===== config.mk =====
export PLATFORM = sky130hd
export DESIGN_NAME = video_adapter_register_file_flat
export DESIGN_NICKNAME = d
export VERILOG_FILES = /design/src/design/vidreg_pkg.sv /design/src/design/vidreg_if.sv /design/src/design/vidreg_ram.sv /design/src/design/vidreg_bank.sv /design/src/design/vidreg_rem.sv /design/src/design/video_adapter_register_file.sv /design/src/flat_wrapper.sv
export SDC_FILE = /design/constraint.sdc
export NUM_CORES = 2
export LEC_CHECK = 0
export BUFFER_PORTS_ARGS = -buffer_cell sky130_fd_sc_hd__buf_2
export CORE_MARGIN = 5
export CORE_UTILIZATION = 45
export CTS_BUF_LIST = sky130_fd_sc_hd__clkbuf_4
export CTS_CLUSTER_DIAMETER = 30
export DETAILED_ROUTE_END_ITERATION = 10
export GPL_ROUTABILITY_DRIVEN = 1
export PLACE_DENSITY = 0.56
export SLEW_MARGIN = 5
export SYNTH_ARGS = -nofsm -noshare
export SYNTH_HDL_FRONTEND = slang
export SYNTH_SLANG_ARGS = --single-unit

===== constraint.sdc =====
create_clock -name clk -period 4.3 [get_ports clk]
set_input_delay 0.43 -clock clk [delete_from_list [all_inputs] [get_ports clk]]
set_output_delay 0.43 -clock clk [all_outputs]
set_load 0.02 [all_outputs]

===== src/design/vidreg_pkg.sv =====
// Shared types, port addresses and constants of the display adapter register file.
package vidreg_pkg;

    // Field and register widths.
    localparam int PORT_W     = 16;
    localparam int BYTE_W     = 8;
    localparam int OP_W       = 2;
    localparam int CYCLE_W    = 64;
    localparam int PERIOD_W   = 19;
    localparam int CFG_IDX_W  = 2;
    localparam int ATTR_SEL_W = 5;

    // Credit arithmetic: 3 * (64-bit delta) + 19-bit credit fits in 67 bits.
    localparam int DIVIDEND_W = CYCLE_W + 3;
    localparam int STEP_CNT_W = $clog2(DIVIDEND_W);

    // Every bank select input is one byte wide, so bank index tables span 256 codes.
    localparam int SEL_SPAN = 1 << BYTE_W;

    // Default bank sizes.
    localparam int CRTC_REGS_DEF      = 32;
    localparam int SEQUENCER_REGS_DEF = 8;
    localparam int GRAPHICS_REGS_DEF  = 16;
    localparam int ATTRIBUTE_REGS_DEF = 32;

    // Operation codes of an input transaction.
    localparam logic [OP_W-1:0] OP_READ  = 2'd0;
    localparam logic [OP_W-1:0] OP_WRITE = 2'd1;
    localparam logic [OP_W-1:0] OP_TICK  = 2'd2;

    // Configuration register indexes.
    localparam logic [CFG_IDX_W-1:0] CFG_FRAME_PERIOD   = 2'd0;
    localparam logic [CFG_IDX_W-1:0] CFG_RETRACE_WINDOW = 2'd1;

    // Configuration reset values.
    localparam logic [PERIOD_W-1:0] FRAME_PERIOD_RST   = 19'd400000;
    localparam logic [PERIOD_W-1:0] RETRACE_WINDOW_RST = 19'd32000;

    // Owned I/O ports.
    localparam logic [PORT_W-1:0] PORT_ATTR_IDX  = 16'h03C0;
    localparam logic [PORT_W-1:0] PORT_ATTR_DATA = 16'h03C1;
    localparam logic [PORT_W-1:0] PORT_MISC_WR   = 16'h03C2;
    localparam logic [PORT_W-1:0] PORT_SEQ_IDX   = 16'h03C4;
    localparam logic [PORT_W-1:0] PORT_SEQ_DATA  = 16'h03C5;
    localparam logic [PORT_W-1:0] PORT_MISC_RD   = 16'h03CC;
    localparam logic [PORT_W-1:0] PORT_GFX_IDX   = 16'h03CE;
    localparam logic [PORT_W-1:0] PORT_GFX_DATA  = 16'h03CF;
    localparam logic [PORT_W-1:0] PORT_CRTC_IDX  = 16'h03D4;
    localparam logic [PORT_W-1:0] PORT_CRTC_DATA = 16'h03D5;
    localparam logic [PORT_W-1:0] PORT_STATUS    = 16'h03DA;

    // Read values and masks.
    localparam logic [BYTE_W-1:0] STATUS_RETRACE  = 8'h08;
    localparam logic [BYTE_W-1:0] STATUS_ACTIVE   = 8'h00;
    localparam logic [BYTE_W-1:0] ATTR_INDEX_MASK = 8'h1F;
    localparam logic [BYTE_W-1:0] UNOWNED_READ    = 8'hFF;
    localparam logic [BYTE_W-1:0] ZERO_BYTE       = 8'h00;

    // Request to one register bank.
    typedef struct packed {
        logic              we;
        logic [BYTE_W-1:0] sel;
        logic [BYTE_W-1:0] wdata;
    } bank_req_t;

    // Command to the remainder unit.
    typedef struct packed {
        logic                  start;
        logic [DIVIDEND_W-1:0] dividend;
        logic [PERIOD_W-1:0]   divisor;
    } rem_cmd_t;

    // Status of the remainder unit.
    typedef struct packed {
        logic                done;
        logic [PERIOD_W-1:0] remainder;
    } rem_sts_t;

    // True for every port that the adapter decodes.
    function automatic logic is_owned(input logic [PORT_W-1:0] port);
        logic hit;
        hit = 1'b0;
        case (port)
            PORT_ATTR_IDX, PORT_ATTR_DATA, PORT_MISC_WR, PORT_SEQ_IDX, PORT_SEQ_DATA,
            PORT_MISC_RD, PORT_GFX_IDX, PORT_GFX_DATA, PORT_CRTC_IDX, PORT_CRTC_DATA,
            PORT_STATUS: hit = 1'b1;
            default: hit = 1'b0;
        endcase
        return hit;
    endfunction

endpackage


===== src/design/vidreg_if.sv =====
// Handshake channels for port and tick transactions and for their results.
interface vidreg_req_if;
    logic                           valid;
    logic                           ready;
    logic [vidreg_pkg::OP_W-1:0]    op;
    logic [vidreg_pkg::PORT_W-1:0]  port;
    logic [vidreg_pkg::BYTE_W-1:0]  data;
    logic [vidreg_pkg::CYCLE_W-1:0] cycle_count;

    modport source (output valid, output op, output port, output data, output cycle_count,
                    input ready);
    modport sink (input valid, input op, input port, input data, input cycle_count,
                  output ready);
endinterface

interface vidreg_rsp_if;
    logic                          valid;
    logic                          ready;
    logic [vidreg_pkg::BYTE_W-1:0] read_data;
    logic                          port_owned;

    modport source (output valid, output read_data, output port_owned, input ready);
    modport sink (input valid, input read_data, input port_owned, output ready);
endinterface


===== src/design/vidreg_ram.sv =====
// Generic single-write, single-read RAM with registered read data.
module vidreg_ram #(
    parameter int WIDTH = 8,
    parameter int DEPTH = 32
) (
    input  logic                                     clk,
    input  logic                                     we,
    input  logic [((DEPTH > 1) ? $clog2(DEPTH) : 1)-1:0] waddr,
    input  logic [WIDTH-1:0]                         wdata,
    input  logic [((DEPTH > 1) ? $clog2(DEPTH) : 1)-1:0] raddr,
    output logic [WIDTH-1:0]                         rdata
);
    logic [WIDTH-1:0] mem [DEPTH];
    logic [WIDTH-1:0] rdata_reg;

    // Write port and registered read port.
    always_ff @(posedge clk)
    begin
        if (we)
        begin
            mem[waddr] <= wdata;
        end
        rdata_reg <= mem[raddr];
    end

    assign rdata = rdata_reg;
endmodule


===== src/design/vidreg_bank.sv =====
// One indexed register bank: select wrap-around, storage and written-entry tracking.
module vidreg_bank #(
    parameter int DEPTH = 32
) (
    input  logic                          clk,
    input  logic                          rst_n,
    input  vidreg_pkg::bank_req_t         req,
    output logic [vidreg_pkg::BYTE_W-1:0] rdata
);
    import vidreg_pkg::*;

    localparam int AW = (DEPTH > 1) ? $clog2(DEPTH) : 1;

    logic [AW-1:0]     wrap_tab [SEL_SPAN];
    logic [AW-1:0]     idx;
    logic [DEPTH-1:0]  valid_reg;
    logic              rd_valid_reg;
    logic [BYTE_W-1:0] ram_q;

    // Constant table of select values taken modulo the bank size.
    for (genvar g = 0; g < SEL_SPAN; g++)
    begin : g_wrap
        localparam int unsigned WRAPPED = g % DEPTH;
        assign wrap_tab[g] = AW'(WRAPPED);
    end

    assign idx = wrap_tab[req.sel];

    vidreg_ram #(
        .WIDTH (BYTE_W),
        .DEPTH (DEPTH)
    ) u_ram (
        .clk   (clk),
        .we    (req.we),
        .waddr (idx),
        .wdata (req.wdata),
        .raddr (idx),
        .rdata (ram_q)
    );

    // Entries never written read as zero; the flag is registered with the read data.
    always_ff @(posedge clk or negedge rst_n)
    begin
        if (!rst_n)
        begin
            valid_reg    <= '0;
            rd_valid_reg <= 1'b0;
        end
        else
        begin
            rd_valid_reg <= valid_reg[idx];
            if (req.we)
            begin
                valid_reg[idx] <= 1'b1;
            end
        end
    end

    assign rdata = rd_valid_reg ? ram_q : ZERO_BYTE;
endmodule


===== src/design/vidreg_rem.sv =====
// Iterative restoring remainder unit: one shift-subtract step per cycle.
module vidreg_rem (
    input  logic                 clk,
    input  logic                 rst_n,
    input  vidreg_pkg::rem_cmd_t cmd,
    output vidreg_pkg::rem_sts_t sts
);
    import vidreg_pkg::*;

    localparam logic [STEP_CNT_W-1:0] LAST_STEP = STEP_CNT_W'(DIVIDEND_W - 1);

    logic [DIVIDEND_W-1:0] x_reg;
    logic [PERIOD_W-1:0]   rem_reg;
    logic [PERIOD_W-1:0]   div_reg;
    logic [STEP_CNT_W-1:0] cnt_reg;
    logic                  run_reg;
    logic                  done_reg;
    logic [PERIOD_W:0]     trial;
    logic [PERIOD_W:0]     diff;
    logic [PERIOD_W-1:0]   rem_next;

    // Bring down the next dividend bit and subtract the divisor when it fits.
    always_comb
    begin
        trial    = {rem_reg, x_reg[DIVIDEND_W-1]};
        diff     = trial - {1'b0, div_reg};
        rem_next = (trial >= {1'b0, div_reg}) ? diff[PERIOD_W-1:0] : trial[PERIOD_W-1:0];
    end

    // Step control.
    always_ff @(posedge clk or negedge rst_n)
    begin
        if (!rst_n)
        begin
            run_reg  <= 1'b0;
            done_reg <= 1'b0;
            cnt_reg  <= '0;
        end
        else
        begin
            done_reg <= 1'b0;
            if (cmd.start)
            begin
                run_reg <= 1'b1;
                cnt_reg <= LAST_STEP;
            end
            else if (run_reg)
            begin
                cnt_reg <= cnt_reg - 1'b1;
                if (cnt_reg == '0)
                begin
                    run_reg  <= 1'b0;
                    done_reg <= 1'b1;
                end
            end
        end
    end

    // Datapath registers.
    always_ff @(posedge clk)
    begin
        if (cmd.start)
        begin
            x_reg   <= cmd.dividend;
            rem_reg <= '0;
            div_reg <= cmd.divisor;
        end
        else if (run_reg)
        begin
            x_reg   <= {x_reg[DIVIDEND_W-2:0], 1'b0};
            rem_reg <= rem_next;
        end
    end

    assign sts.done      = done_reg;
    assign sts.remainder = rem_reg;

    // The partial remainder stays below the divisor throughout a run.
    assert property (@(posedge clk) disable iff (!rst_n)
        (run_reg && !cmd.start) |-> (rem_reg < div_reg))
    else $error("partial remainder not below divisor");

    // Completion is reported exactly once, right after the last step.
    assert property (@(posedge clk) disable iff (!rst_n)
        (run_reg && !cmd.start && cnt_reg == '0) |=> (done_reg && !run_reg))
    else $error("remainder unit missed its completion");
endmodule


===== src/design/video_adapter_register_file.sv =====
// Top level of the display adapter I/O register file.
//
//  Channel  Direction  Handshake        Contents
//  req      in         valid/ready      op, port, data, cycle_count
//  rsp      out        valid/ready      read_data, port_owned
//  cfg      in         cfg_we           cfg_index, cfg_data (no read-back)
//
// A port read or write passes through S_ACCESS, which loads the result register, to S_RESP.
// A tick steps through S_DELTA, S_TRIPLE and S_CREDIT for the 64-bit delta, tripling and credit add,
// then 67 shift-subtract steps of the remainder unit, then the retrace compare.
// One transaction is in flight at a time; req.ready is high only while idle.
// A result waiting in the output register holds the sequencer until rsp takes it.
// Reset clears all control state and the bank written-entry flags; no clearing pass.
module video_adapter_register_file #(
    parameter int CRTC_REGS      = vidreg_pkg::CRTC_REGS_DEF,
    parameter int SEQUENCER_REGS = vidreg_pkg::SEQUENCER_REGS_DEF,
    parameter int GRAPHICS_REGS  = vidreg_pkg::GRAPHICS_REGS_DEF,
    parameter int ATTRIBUTE_REGS = vidreg_pkg::ATTRIBUTE_REGS_DEF
) (
    input  logic                             clk,
    input  logic                             rst_n,
    vidreg_req_if.sink                       req,
    vidreg_rsp_if.source                     rsp,
    input  logic                             cfg_we,
    input  logic [vidreg_pkg::CFG_IDX_W-1:0] cfg_index,
    input  logic [vidreg_pkg::PERIOD_W-1:0]  cfg_data
);
    import vidreg_pkg::*;

    typedef enum logic [6:0] {
        S_IDLE   = 7'b0000001,
        S_ACCESS = 7'b0000010,
        S_DELTA  = 7'b0000100,
        S_TRIPLE = 7'b0001000,
        S_CREDIT = 7'b0010000,
        S_DIVIDE = 7'b0100000,
        S_RESP   = 7'b1000000
    } state_t;

    state_t state_reg;
    state_t state_next;

    // Configuration.
    logic [PERIOD_W-1:0] period_reg;
    logic [PERIOD_W-1:0] window_reg;
    logic [PERIOD_W-1:0] period_eff;

    // Captured transaction.
    logic [OP_W-1:0]    op_reg;
    logic [PORT_W-1:0]  port_reg;
    logic [BYTE_W-1:0]  data_reg;
    logic [CYCLE_W-1:0] cycle_reg;

    // Architectural state outside the banks.
    logic [BYTE_W-1:0]     crtc_sel_reg;
    logic [BYTE_W-1:0]     seq_sel_reg;
    logic [BYTE_W-1:0]     gfx_sel_reg;
    logic [ATTR_SEL_W-1:0] attr_sel_reg;
    logic                  expect_index_reg;
    logic [BYTE_W-1:0]     misc_reg;
    logic                  retrace_reg;
    logic [CYCLE_W-1:0]    last_cycle_reg;
    logic [PERIOD_W-1:0]   credit_reg;

    // Tick working value and result staging.
    logic [CYCLE_W-1:0]    tick_delta;
    logic [DIVIDEND_W-1:0] wide_reg;
    logic [BYTE_W-1:0]     res_data_reg;
    logic                  res_owned_reg;
    logic                  out_valid_reg;
    logic [BYTE_W-1:0]     out_data_reg;
    logic                  out_owned_reg;

    bank_req_t         crtc_req;
    bank_req_t         seq_req;
    bank_req_t         gfx_req;
    bank_req_t         attr_req;
    logic [BYTE_W-1:0] crtc_q;
    logic [BYTE_W-1:0] seq_q;
    logic [BYTE_W-1:0] gfx_q;
    logic [BYTE_W-1:0] attr_q;
    rem_cmd_t          rem_cmd;
    rem_sts_t          rem_sts;

    logic              accept;
    logic              is_write;
    logic              out_free;
    logic [BYTE_W-1:0] read_value;

    assign accept     = req.valid && req.ready;
    assign is_write   = (state_reg == S_ACCESS) && (op_reg == OP_WRITE);
    assign out_free   = !out_valid_reg || rsp.ready;
    assign period_eff = (period_reg == '0) ? PERIOD_W'(1) : period_reg;

    // The cycle delta wraps at 64 bits before it is widened.
    assign tick_delta = cycle_reg - last_cycle_reg;

    // Bank requests: writes happen in the access cycle only.
    always_comb
    begin
        crtc_req.we    = is_write && (port_reg == PORT_CRTC_DATA);
        crtc_req.sel   = crtc_sel_reg;
        crtc_req.wdata = data_reg;
        seq_req.we     = is_write && (port_reg == PORT_SEQ_DATA);
        seq_req.sel    = seq_sel_reg;
        seq_req.wdata  = data_reg;
        gfx_req.we     = is_write && (port_reg == PORT_GFX_DATA);
        gfx_req.sel    = gfx_sel_reg;
        gfx_req.wdata  = data_reg;
        attr_req.we    = is_write && (port_reg == PORT_ATTR_IDX) && !expect_index_reg;
        attr_req.sel   = BYTE_W'(attr_sel_reg);
        attr_req.wdata = data_reg;
    end

    vidreg_bank #(.DEPTH(CRTC_REGS)) u_crtc (
        .clk (clk), .rst_n (rst_n), .req (crtc_req), .rdata (crtc_q)
    );
    vidreg_bank #(.DEPTH(SEQUENCER_REGS)) u_seq (
        .clk (clk), .rst_n (rst_n), .req (seq_req), .rdata (seq_q)
    );
    vidreg_bank #(.DEPTH(GRAPHICS_REGS)) u_gfx (
        .clk (clk), .rst_n (rst_n), .req (gfx_req), .rdata (gfx_q)
    );
    vidreg_bank #(.DEPTH(ATTRIBUTE_REGS)) u_attr (
        .clk (clk), .rst_n (rst_n), .req (attr_req), .rdata (attr_q)
    );

    // Remainder unit is started once the tripled delta has the credit added.
    always_comb
    begin
        rem_cmd.start    = (state_reg == S_CREDIT);
        rem_cmd.dividend = wide_reg + DIVIDEND_W'(credit_reg);
        rem_cmd.divisor  = period_eff;
    end

    vidreg_rem u_rem (
        .clk   (clk),
        .rst_n (rst_n),
        .cmd   (rem_cmd),
        .sts   (rem_sts)
    );

    // Port read decode.
    always_comb
    begin
        case (port_reg)
            PORT_STATUS:    read_value = retrace_reg ? STATUS_RETRACE : STATUS_ACTIVE;
            PORT_ATTR_IDX:  read_value = expect_index_reg ? BYTE_W'(attr_sel_reg)
                                                          : UNOWNED_READ;
            PORT_ATTR_DATA: read_value = attr_q;
            PORT_MISC_WR:   read_value = ZERO_BYTE;
            PORT_SEQ_IDX:   read_value = seq_sel_reg;
            PORT_SEQ_DATA:  read_value = seq_q;
            PORT_MISC_RD:   read_value = misc_reg;
            PORT_GFX_IDX:   read_value = gfx_sel_reg;
            PORT_GFX_DATA:  read_value = gfx_q;
            PORT_CRTC_IDX:  read_value = crtc_sel_reg;
            PORT_CRTC_DATA: read_value = crtc_q;
            default:        read_value = UNOWNED_READ;
        endcase
    end

    // Sequencer next state.
    always_comb
    begin
        state_next = state_reg;
        case (state_reg)
            S_IDLE:
            begin
                if (accept)
                begin
                    case (req.op)
                        OP_READ, OP_WRITE: state_next = S_ACCESS;
                        OP_TICK:           state_next = S_DELTA;
                        default:           state_next = S_RESP;
                    endcase
                end
            end
            S_ACCESS: state_next = S_RESP;
            S_DELTA:  state_next = S_TRIPLE;
            S_TRIPLE: state_next = S_CREDIT;
            S_CREDIT: state_next = S_DIVIDE;
            S_DIVIDE:
            begin
                if (rem_sts.done)
                begin
                    state_next = S_RESP;
                end
            end
            S_RESP:
            begin
                if (out_free)
                begin
                    state_next = S_IDLE;
                end
            end
            default: state_next = S_IDLE;
        endcase
    end

    // Control and architectural state.
    always_ff @(posedge clk or negedge rst_n)
    begin
        if (!rst_n)
        begin
            state_reg        <= S_IDLE;
            period_reg       <= FRAME_PERIOD_RST;
            window_reg       <= RETRACE_WINDOW_RST;
            crtc_sel_reg     <= '0;
            seq_sel_reg      <= '0;
            gfx_sel_reg      <= '0;
            attr_sel_reg     <= '0;
            expect_index_reg <= 1'b1;
            misc_reg         <= '0;
            retrace_reg      <= 1'b0;
            last_cycle_reg   <= '0;
            credit_reg       <= '0;
            out_valid_reg    <= 1'b0;
        end
        else
        begin
            state_reg <= state_next;

            // Configuration writes; indexes past the list are ignored.
            if (cfg_we)
            begin
                case (cfg_index)
                    CFG_FRAME_PERIOD:   period_reg <= cfg_data;
                    CFG_RETRACE_WINDOW: window_reg <= cfg_data;
                    default:            ;
                endcase
            end

            // Port side effects.
            if (state_reg == S_ACCESS)
            begin
                if (op_reg == OP_READ && port_reg == PORT_STATUS)
                begin
                    expect_index_reg <= 1'b1;
                end
                if (op_reg == OP_WRITE)
                begin
                    case (port_reg)
                        PORT_ATTR_IDX:
                        begin
                            if (expect_index_reg)
                            begin
                                attr_sel_reg <= ATTR_SEL_W'(data_reg & ATTR_INDEX_MASK);
                            end
                            expect_index_reg <= !expect_index_reg;
                        end
                        PORT_MISC_WR:  misc_reg     <= data_reg;
                        PORT_SEQ_IDX:  seq_sel_reg  <= data_reg;
                        PORT_GFX_IDX:  gfx_sel_reg  <= data_reg;
                        PORT_CRTC_IDX: crtc_sel_reg <= data_reg;
                        default:       ;
                    endcase
                end
            end

            // Tick bookkeeping.
            if (state_reg == S_DELTA)
            begin
                last_cycle_reg <= cycle_reg;
            end
            if (state_reg == S_DIVIDE && rem_sts.done)
            begin
                credit_reg  <= rem_sts.remainder;
                retrace_reg <= (rem_sts.remainder < window_reg);
            end

            // Output register.
            if (state_reg == S_RESP && out_free)
            begin
                out_valid_reg <= 1'b1;
            end
            else if (rsp.ready)
            begin
                out_valid_reg <= 1'b0;
            end
        end
    end

    // Payload registers.
    always_ff @(posedge clk)
    begin
        if (accept)
        begin
            op_reg        <= req.op;
            port_reg      <= req.port;
            data_reg      <= req.data;
            cycle_reg     <= req.cycle_count;
            res_data_reg  <= ZERO_BYTE;
            res_owned_reg <= 1'b0;
        end
        case (state_reg)
            S_ACCESS:
            begin
                res_owned_reg <= is_owned(port_reg);
                res_data_reg  <= (op_reg == OP_READ) ? read_value : ZERO_BYTE;
            end
            S_DELTA:  wide_reg <= {{(DIVIDEND_W - CYCLE_W){1'b0}}, tick_delta};
            S_TRIPLE: wide_reg <= wide_reg + {wide_reg[DIVIDEND_W-2:0], 1'b0};
            default:  ;
        endcase
        if (state_reg == S_RESP && out_free)
        begin
            out_data_reg  <= res_data_reg;
            out_owned_reg <= res_owned_reg;
        end
    end

    assign req.ready      = (state_reg == S_IDLE);
    assign rsp.valid      = out_valid_reg;
    assign rsp.read_data  = out_data_reg;
    assign rsp.port_owned = out_owned_reg;

    // One-hot sequencer.
    assert property (@(posedge clk) disable iff (!rst_n) $onehot(state_reg))
    else $error("sequencer state not one-hot");

    // An accepted transaction keeps the block busy in the next cycle.
    assert property (@(posedge clk) disable iff (!rst_n) accept |=> !req.ready)
    else $error("new transaction taken while one is in flight");

    // A finished tick leaves the credit reduced below the frame period.
    assert property (@(posedge clk) disable iff (!rst_n)
        (state_reg == S_DIVIDE && rem_sts.done) |=> (credit_reg < period_eff))
    else $error("frame credit not reduced");

    // The retrace flag follows the compare of the new credit with the window.
    assert property (@(posedge clk) disable iff (!rst_n)
        (state_reg == S_DIVIDE && rem_sts.done) |=> (retrace_reg == (credit_reg < window_reg)))
    else $error("retrace flag disagrees with credit");
endmodule


===== src/flat_wrapper.sv =====
// flat-port wrapper written by rule: the top's interface ports become plain ports
module video_adapter_register_file_flat import vidreg_pkg::*;
#(
    parameter int CRTC_REGS      = vidreg_pkg::CRTC_REGS_DEF,
    parameter int SEQUENCER_REGS = vidreg_pkg::SEQUENCER_REGS_DEF,
    parameter int GRAPHICS_REGS  = vidreg_pkg::GRAPHICS_REGS_DEF,
    parameter int ATTRIBUTE_REGS = vidreg_pkg::ATTRIBUTE_REGS_DEF
)
  (clk, rst_n, cfg_we, cfg_index, cfg_data, req_valid, req_op, req_port, req_data, req_cycle_count, req_ready, rsp_valid, rsp_read_data, rsp_port_owned, rsp_ready);
  vidreg_req_if req_i ();
  vidreg_rsp_if rsp_i ();
  input  logic clk;
  input  logic rst_n;
  input  logic cfg_we;
  input  logic [vidreg_pkg::CFG_IDX_W-1:0] cfg_index;
  input  logic [vidreg_pkg::PERIOD_W-1:0] cfg_data;
  input wire logic [$bits(req_i.valid)-1:0] req_valid;
  input wire logic [$bits(req_i.op)-1:0] req_op;
  input wire logic [$bits(req_i.port)-1:0] req_port;
  input wire logic [$bits(req_i.data)-1:0] req_data;
  input wire logic [$bits(req_i.cycle_count)-1:0] req_cycle_count;
  output wire logic [$bits(req_i.ready)-1:0] req_ready;
  output wire logic [$bits(rsp_i.valid)-1:0] rsp_valid;
  output wire logic [$bits(rsp_i.read_data)-1:0] rsp_read_data;
  output wire logic [$bits(rsp_i.port_owned)-1:0] rsp_port_owned;
  input wire logic [$bits(rsp_i.ready)-1:0] rsp_ready;
  assign req_i.valid = req_valid;
  assign req_i.op = req_op;
  assign req_i.port = req_port;
  assign req_i.data = req_data;
  assign req_i.cycle_count = req_cycle_count;
  assign req_ready = req_i.ready;
  assign rsp_valid = rsp_i.valid;
  assign rsp_read_data = rsp_i.read_data;
  assign rsp_port_owned = rsp_i.port_owned;
  assign rsp_i.ready = rsp_ready;
  video_adapter_register_file #(.CRTC_REGS(CRTC_REGS), .SEQUENCER_REGS(SEQUENCER_REGS), .GRAPHICS_REGS(GRAPHICS_REGS), .ATTRIBUTE_REGS(ATTRIBUTE_REGS)) u_core (.clk(clk), .rst_n(rst_n), .req(req_i), .rsp(rsp_i), .cfg_we(cfg_we), .cfg_index(cfg_index), .cfg_data(cfg_data));
endmodule

Word level (Yosys, flattened, before mapping)
Memories as Yosys holds them, arrays and structs flattened. A register that Yosys moved wholly into a read port is not among the register bits.
Index checks and enable logic that the tools add are counted.

cells by class
  eq/ne operators = 25
  $lt $le $gt $ge = 14
  muxes and demuxes = 67
  add/sub/neg operators = 5
  bitwise operators = 8
  reductions and logical operators = 36

operators with widths
  cell                                                      count
  equality test 16 x 10 -> 1 bit, second input constant     11
  2-to-1 mux 67 bit                                         2
  one-hot mux 67 bit (2 select lines)                       1
  one-hot mux 8 bit (11 select lines)                       1
  adder 67 x 19 -> 67 bit                                   1
  adder 67 bit                                              1
  2-to-1 mux 8 bit                                          8
  bitwise OR 32 bit                                         2
  subtractor 64 bit                                         1
  one-hot mux 7 bit (7 select lines)                        1
  greater-or-equal comparator 9 bit, second input constant  4
  2-to-1 mux 7 bit                                          5
  2-to-1 mux 1 bit                                          30
  inverter 8 -> 9 bit                                       3
  greater-or-equal comparator 20 x 19 -> 1 bit              1
  2-to-1 mux 5 bit                                          4
  logical NOT 19 bit                                        1
  < comparator 19 bit                                       1
  2-to-1 mux 19 bit                                         1
  subtractor 19 bit                                         1
  bitwise OR 16 bit                                         1
  AND reduction 3 bit                                       5
  logical AND 1 bit                                         14
  one-hot mux 7 bit (2 select lines)                        1
  other kinds (37)                                          54

storage, ports and cells
  memories = 8
  memory bits (writable) = 704
  output and inout port bits = 11
  memory bits (read-only) = 4,352
  word-level logic and storage cells = 199
  register bits = 549
  bits of input ports = 116

memories
  memory                   words  width  rd ports  clocked after Yosys merged registers in  wr ports  line               source
  (name not given)         256    5      1         0                                        0         vidreg_bank.sv:27  assign idx = wrap_tab[req.sel];
  (name not given)         256    5      1         0                                        0         vidreg_bank.sv:27
  (name not given)         256    4      1         0                                        0         vidreg_bank.sv:27
  (name not given)         256    3      1         0                                        0         vidreg_bank.sv:27
  u_core.u_attr.u_ram.mem  32     8      1         1                                        1         vidreg_ram.sv:13   logic [WIDTH-1:0] mem [DEPTH];
  u_core.u_crtc.u_ram.mem  32     8      1         1                                        1         vidreg_ram.sv:13
  +2 memories              n/a    n/a    n/a       n/a                                      n/a       n/a

Logic depth before layout (Yosys ltp)
  word-level depth = 9
  depth in mapped cells = 14
  gate-level depth less buffers = 13

Modules after synthesis
Synthesis repeated with hierarchy kept, for this count alone.

unflattened totals
  cell total of the unflattened synthesis = 4,412
  area total of the unflattened synthesis = 61,036.0 µm²

by module, submodules not included
  module                                 times used  cells an instance  seq. area each (µm²)  area an instance (µm²)
  video_adapter_register_file            1           2,391              9,476.6               22,829.4
  vidreg_ram at u_core.u_attr.u_ram ...  2           417                7,847.5               10,053.4
  vidreg_rem                             1           460                3,188.1               5,695.5
  vidreg_ram at u_core.u_gfx.u_ram       1           229                4,003.8               5,147.4
  vidreg_bank at u_core.u_attr ...       2           144                825.8                 1,656.6
  vidreg_ram at u_core.u_seq.u_ram       1           114                2,082.0               2,691.3
  vidreg_bank at u_core.u_gfx            1           63                 425.4                 809.5
  vidreg_bank at u_core.u_seq            1           33                 225.2                 442.9

Worst setup path after synthesis
OpenSTA, ideal clock, no wires.

  path kind = register to register
  start = register u_core.state_reg[2]
  end = register u_core.cycle_reg[0], enable pin
  data arrival time = 3.137 ns
  period minus slack after synthesis = 3.581 ns
  required time = 3.857 ns
  library setup time = 0.443 ns
  setup slack = 0.719 ns
  buffers on the path = 1
  stages on the path, launching flop included = 6
  cell sequence = dfrtp_1 nor3_1 and4b_1 clkbuf_1 nand2_1 inv_1

between the ends
  cells in the longest elaborated chain, start to end = 2

RTL lines
  what                          line                                source
  start: declaration            video_adapter_register_file.sv:40   state_t state_reg;
  start signal: assignment      video_adapter_register_file.sv:222  state_reg <= state_next;
  equality test 7 x 1 -> 1 bit  video_adapter_register_file.sv:313  assign req.ready = (state_reg == S_IDLE);
  named net req_ready           flat_wrapper.sv:22                  output wire logic [$bits(req_i.ready)-1:0] req_ready;
  logical AND 1 bit             video_adapter_register_file.sv:90   assign accept = req.valid && req.ready;
  named net u_core.accept       video_adapter_register_file.sv:85   logic accept;
  end signal: assignment        video_adapter_register_file.sv:292  cycle_reg <= req.cycle_count;
  end: declaration              video_adapter_register_file.sv:52   logic [CYCLE_W-1:0] cycle_reg;

The timed path passes the listed nets, and every way through them passes these cells.
A chain may end at the register's enable or synchronous reset.

Final worst setup path
  start = register u_core.cycle_reg[17]
  end = register u_core.wide_reg[61] (data pin)

between the ends
  cells in the longest elaborated chain, start to end = 2

RTL lines
  what                                 line                                source
  subtractor 64 bit                    video_adapter_register_file.sv:96   assign tick_delta = cycle_reg - last_cycle_reg;
  one-hot mux 67 bit (2 select lines)  video_adapter_register_file.sv:296  case (state_reg)
  end signal: assignment               video_adapter_register_file.sv:302  S_DELTA: wide_reg <= {{(DIVIDEND_W - CYCLE_W){1'b0}}, tick_delta};
  end signal: assignment               video_adapter_register_file.sv:303  S_TRIPLE: wide_reg <= wide_reg + {wide_reg[DIVIDEND_W-2:0], 1'b0};
  end: declaration                     video_adapter_register_file.sv:67   logic [DIVIDEND_W-1:0] wide_reg;

No other way between the ends.

==> flow_summary.toml <==
[clock_network]
clock_tree.buffer_depth = 4
h-tree-depth = 5
numCtsBuffers = 373
clk_pin_slew_worst_paths_ps = 60
root_buffer = "clkbuf_4"
postCtsSetupRepairBufs = 0
clock_latency_ps = 1300
cts_tree = "done"
cts.sinks = 1285

[placed_design]
gp_congestion = 0.888
dp_hpwl_microns = 102000
portBuffers = 126

[power]
sw_frac_of_total_pct = 30.6
leakage_nw = 26.8
powerDensity_mw_per_mm2 = 499
vdd_drop_max_uv = 320
p_int_mw = 24.2
switching_power_mw = 10.7
seq_power_share_pct = 43.6
comb_power_share_pct = 23.5
clockPowerShare_pct = 32.9

[floorplan]
initial_core_util_pct = 45.2
ios = 127
die_area_sq_mm = 0.139
rows = 133
die-height_microns = 373
chipWidth_microns = 373
core_area_sq_mm = 0.131

[logic_synthesis]
yosys_register_bits = 1285
synth_edf_count = 965
synthArstFlopShare_pct = 20.9
synth_top_cell_by_area = "edfxtp_1"
postSynthAreaPerCell_sq_um = 13.5
synth_nets = 4689
yosys_warnings = 0
yosys_most_used_dff = "edfxtp_1"
syn_inst = 4383
synth-seq-area-share_pct = 61.9
synth_top_area_share_pct = 48.8
synth.distinct_cells = 105
synth_area_sq_mm = 0.0594
synth.top_cells.by_area = "edfxtp_1 49%, dfrtp_1 11%, mux4_2 7.5%, ha_1 3.9%, nand2_1 2.2%"

[critical_path]
critical_path_class = "flip-flop to flip-flop"
crit_required_ps = 5310
path_max_fanout = 7
end_kind = "flip-flop"
cp.arrival_ps = 5030
worstSetupStartpointType = "flip-flop"

[cells_and_area]
most-common-layout-cells = "965 x edfxtp_1, 571 x clkbuf_4, 353 x nand2_1, 274 x nor2_1, 253 x o21ai_0"
top_regs = "u_core.u_attr.u_ram.mem x256, u_core.u_crtc.u_ram.mem x256, u_core.u_gfx.u_ram.mem x128"
final_common_cell = "edfxtp_1"
syn2layout_area_growth_pct = 17.9
layout-drive-gt1-share_pct = 25.4
final_nets = 5372
fillers = 11200
fin_util_pct = 53.3

[sta]
finalSetupViolations = 0
tightest_slew_ps = 1210
fin_worst_skew_ps = 115
hold_slack_ps = 131
rsz0062_at_grt = "false"
final_max_slew_viol_count = 0
max_freq_mhz = 248
fin_crit_ps = 4030
relSlewSlack_pct = 18.3
setup_tns_ps = 0
fin_crit_sh_pct = 93.6
hold_violations = 0

[global_route]
grt.total_usage_pct = 22.0
grt_max_degree = 94
grt_pass1_wl_microns = 238000
antenna_found_initial = 4
grt_pass1_vias = 39900
grt_overflow = 0

[routing]
drc = 0
met2_length_microns = 74300
top_layer_used = "met4"
via_per_inst = 5.46
wl_met1_microns = 68600
dr_wl_met3_microns = 7980
wl_microns = 155000
ant_nets = 0
via_count = 38900
wire_per_inst_microns = 21.7
drt_first_iter_violations = 3157
drt_pre_antenna_iters = 6

[flow_run]
drv_cap = 0

[hold_path]
holdCritPathClass = "input pin to flip-flop"

[status]
outcome = "finished, final reports clean"
## repair_timing
item,CTS,global route
endpoints found under the hold margin,428,0
setup endpoints to repair,0,0
hold buffers,231,0
gates resized for setup,0,0
## layer usage
metal  up-vias  global-route usage (%)
met5         -                       0
met4         0                    7.23
met3       268                    4.24
met2      1121                    35.7
met1     19300                    30.2
li1      18200                       -
## area by class of cell
cell class	count	area, sq um	share of cell area, %
diodes	11	27.5	0.0393
well taps	1755	2200	3.14
flip-flops and latches	1285	36800	52.5
inverters	167	629	0.899
repair buffers	527	4380	6.26
clock buffers	571	4290	6.12
clock inverters	100	543	0.775
multi-input cells	2712	21200	30.3
## worst max-delay path: stages, from the launching register on
cell and delay (ps):
edfxtp_1 420, ha_1 440, a21oi_2 350, a21oi_1 140, a211oi_1 390, o311ai_4 300
a211oi_2 690, o41ai_4 180, a41oi_2 330, o21ai_1 130, xnor2_1 300, mux2i_1 120
## synthesized netlist by cell type, drive strengths merged, types with 11 or more instances
master  number
ha         186
a21o        85
nor3        45
nor2b       33
or3         22
nor4        13
a211oi      26
a21oi      218
o21ai      279
a31oi       30
nand4       71
o211ai      14
nor2       274
nand2      354
mux4       199
and3        35
o21a        17
and2        24
dfstp       14
and4        12
mux2        98
inv        166
nand2b      28
o21bai      22
edfxtp     965
clkbuf     176
mux2i       30
xor2        94
a222oi      11
a22oi       80
or2         98
dfrtp      255
dfxtp       51
nand3       51
xnor2      112
buf         43
## logic make-up after synthesis
| kind of cell | after synthesis | share of synthesized area, % |
|---|---|---|
| flip-flops | 1285 | 61.9 |
| AO/OA/AOI/OAI | 892 | 9.70 |
| XOR/XNOR | 206 | 3.04 |
| multiplexers | 327 | 9.91 |
| adder cells (fa/ha/maj) | 190 | 4.05 |
| buffers and inverters | 386 | 2.48 |
| AND/OR/NAND/NOR | 1097 | 8.93 |
## per-stage QoR
stage / worst slack, ps / area [sq um] / cells / total power [mW]
after floorplan: 719 / 59400 / 4383 / 21.1
after global placement: 186 / 62800 / 6215 / 23.4
after detailed placement: 225 / 62800 / 6215 / 23.5
after CTS: 260 / 70000 / 7117 / 35.3
after global routing: 89.5 / 70000 / 7127 / 37.1
final: 274 / 70000 / 7128 / 35.0
## path summary, 6_finish.rpt
| path | from | endpoint | slack (ps) | cells past startpoint |
|---|---|---|---|---|
| worst max-delay path | u_core.cycle_reg[17] | u_core.wide_reg[61] | 270 | 11 |
| min in group asynchronous | rst_n | u_core.expect_index_reg | 410 | 3 |
| worst min register to register | u_core.res_data_reg[7] | u_core.rsp.read_data[7] | 420 | 0 |
| worst max register to register | u_core.cycle_reg[17] | u_core.wide_reg[61] | 270 | 11 |
| worst min-delay path | req_valid | u_core.state_reg[0] | 130 | 4 |
| max in group asynchronous | rst_n | u_core.last_cycle_reg[9] | 3220 | 4 |
## power by group through the flow
stage	clock network (mW)	registers, mW	logic, mW
floorplan	0	15.5	5.58
global placement	0	15.5	7.94
detailed placement	0	15.5	7.99
CTS	11.9	15.2	8.21
global route	12.6	15.3	9.15
finish	11.5	15.2	8.21
Power figures use the tool's default switching activity.
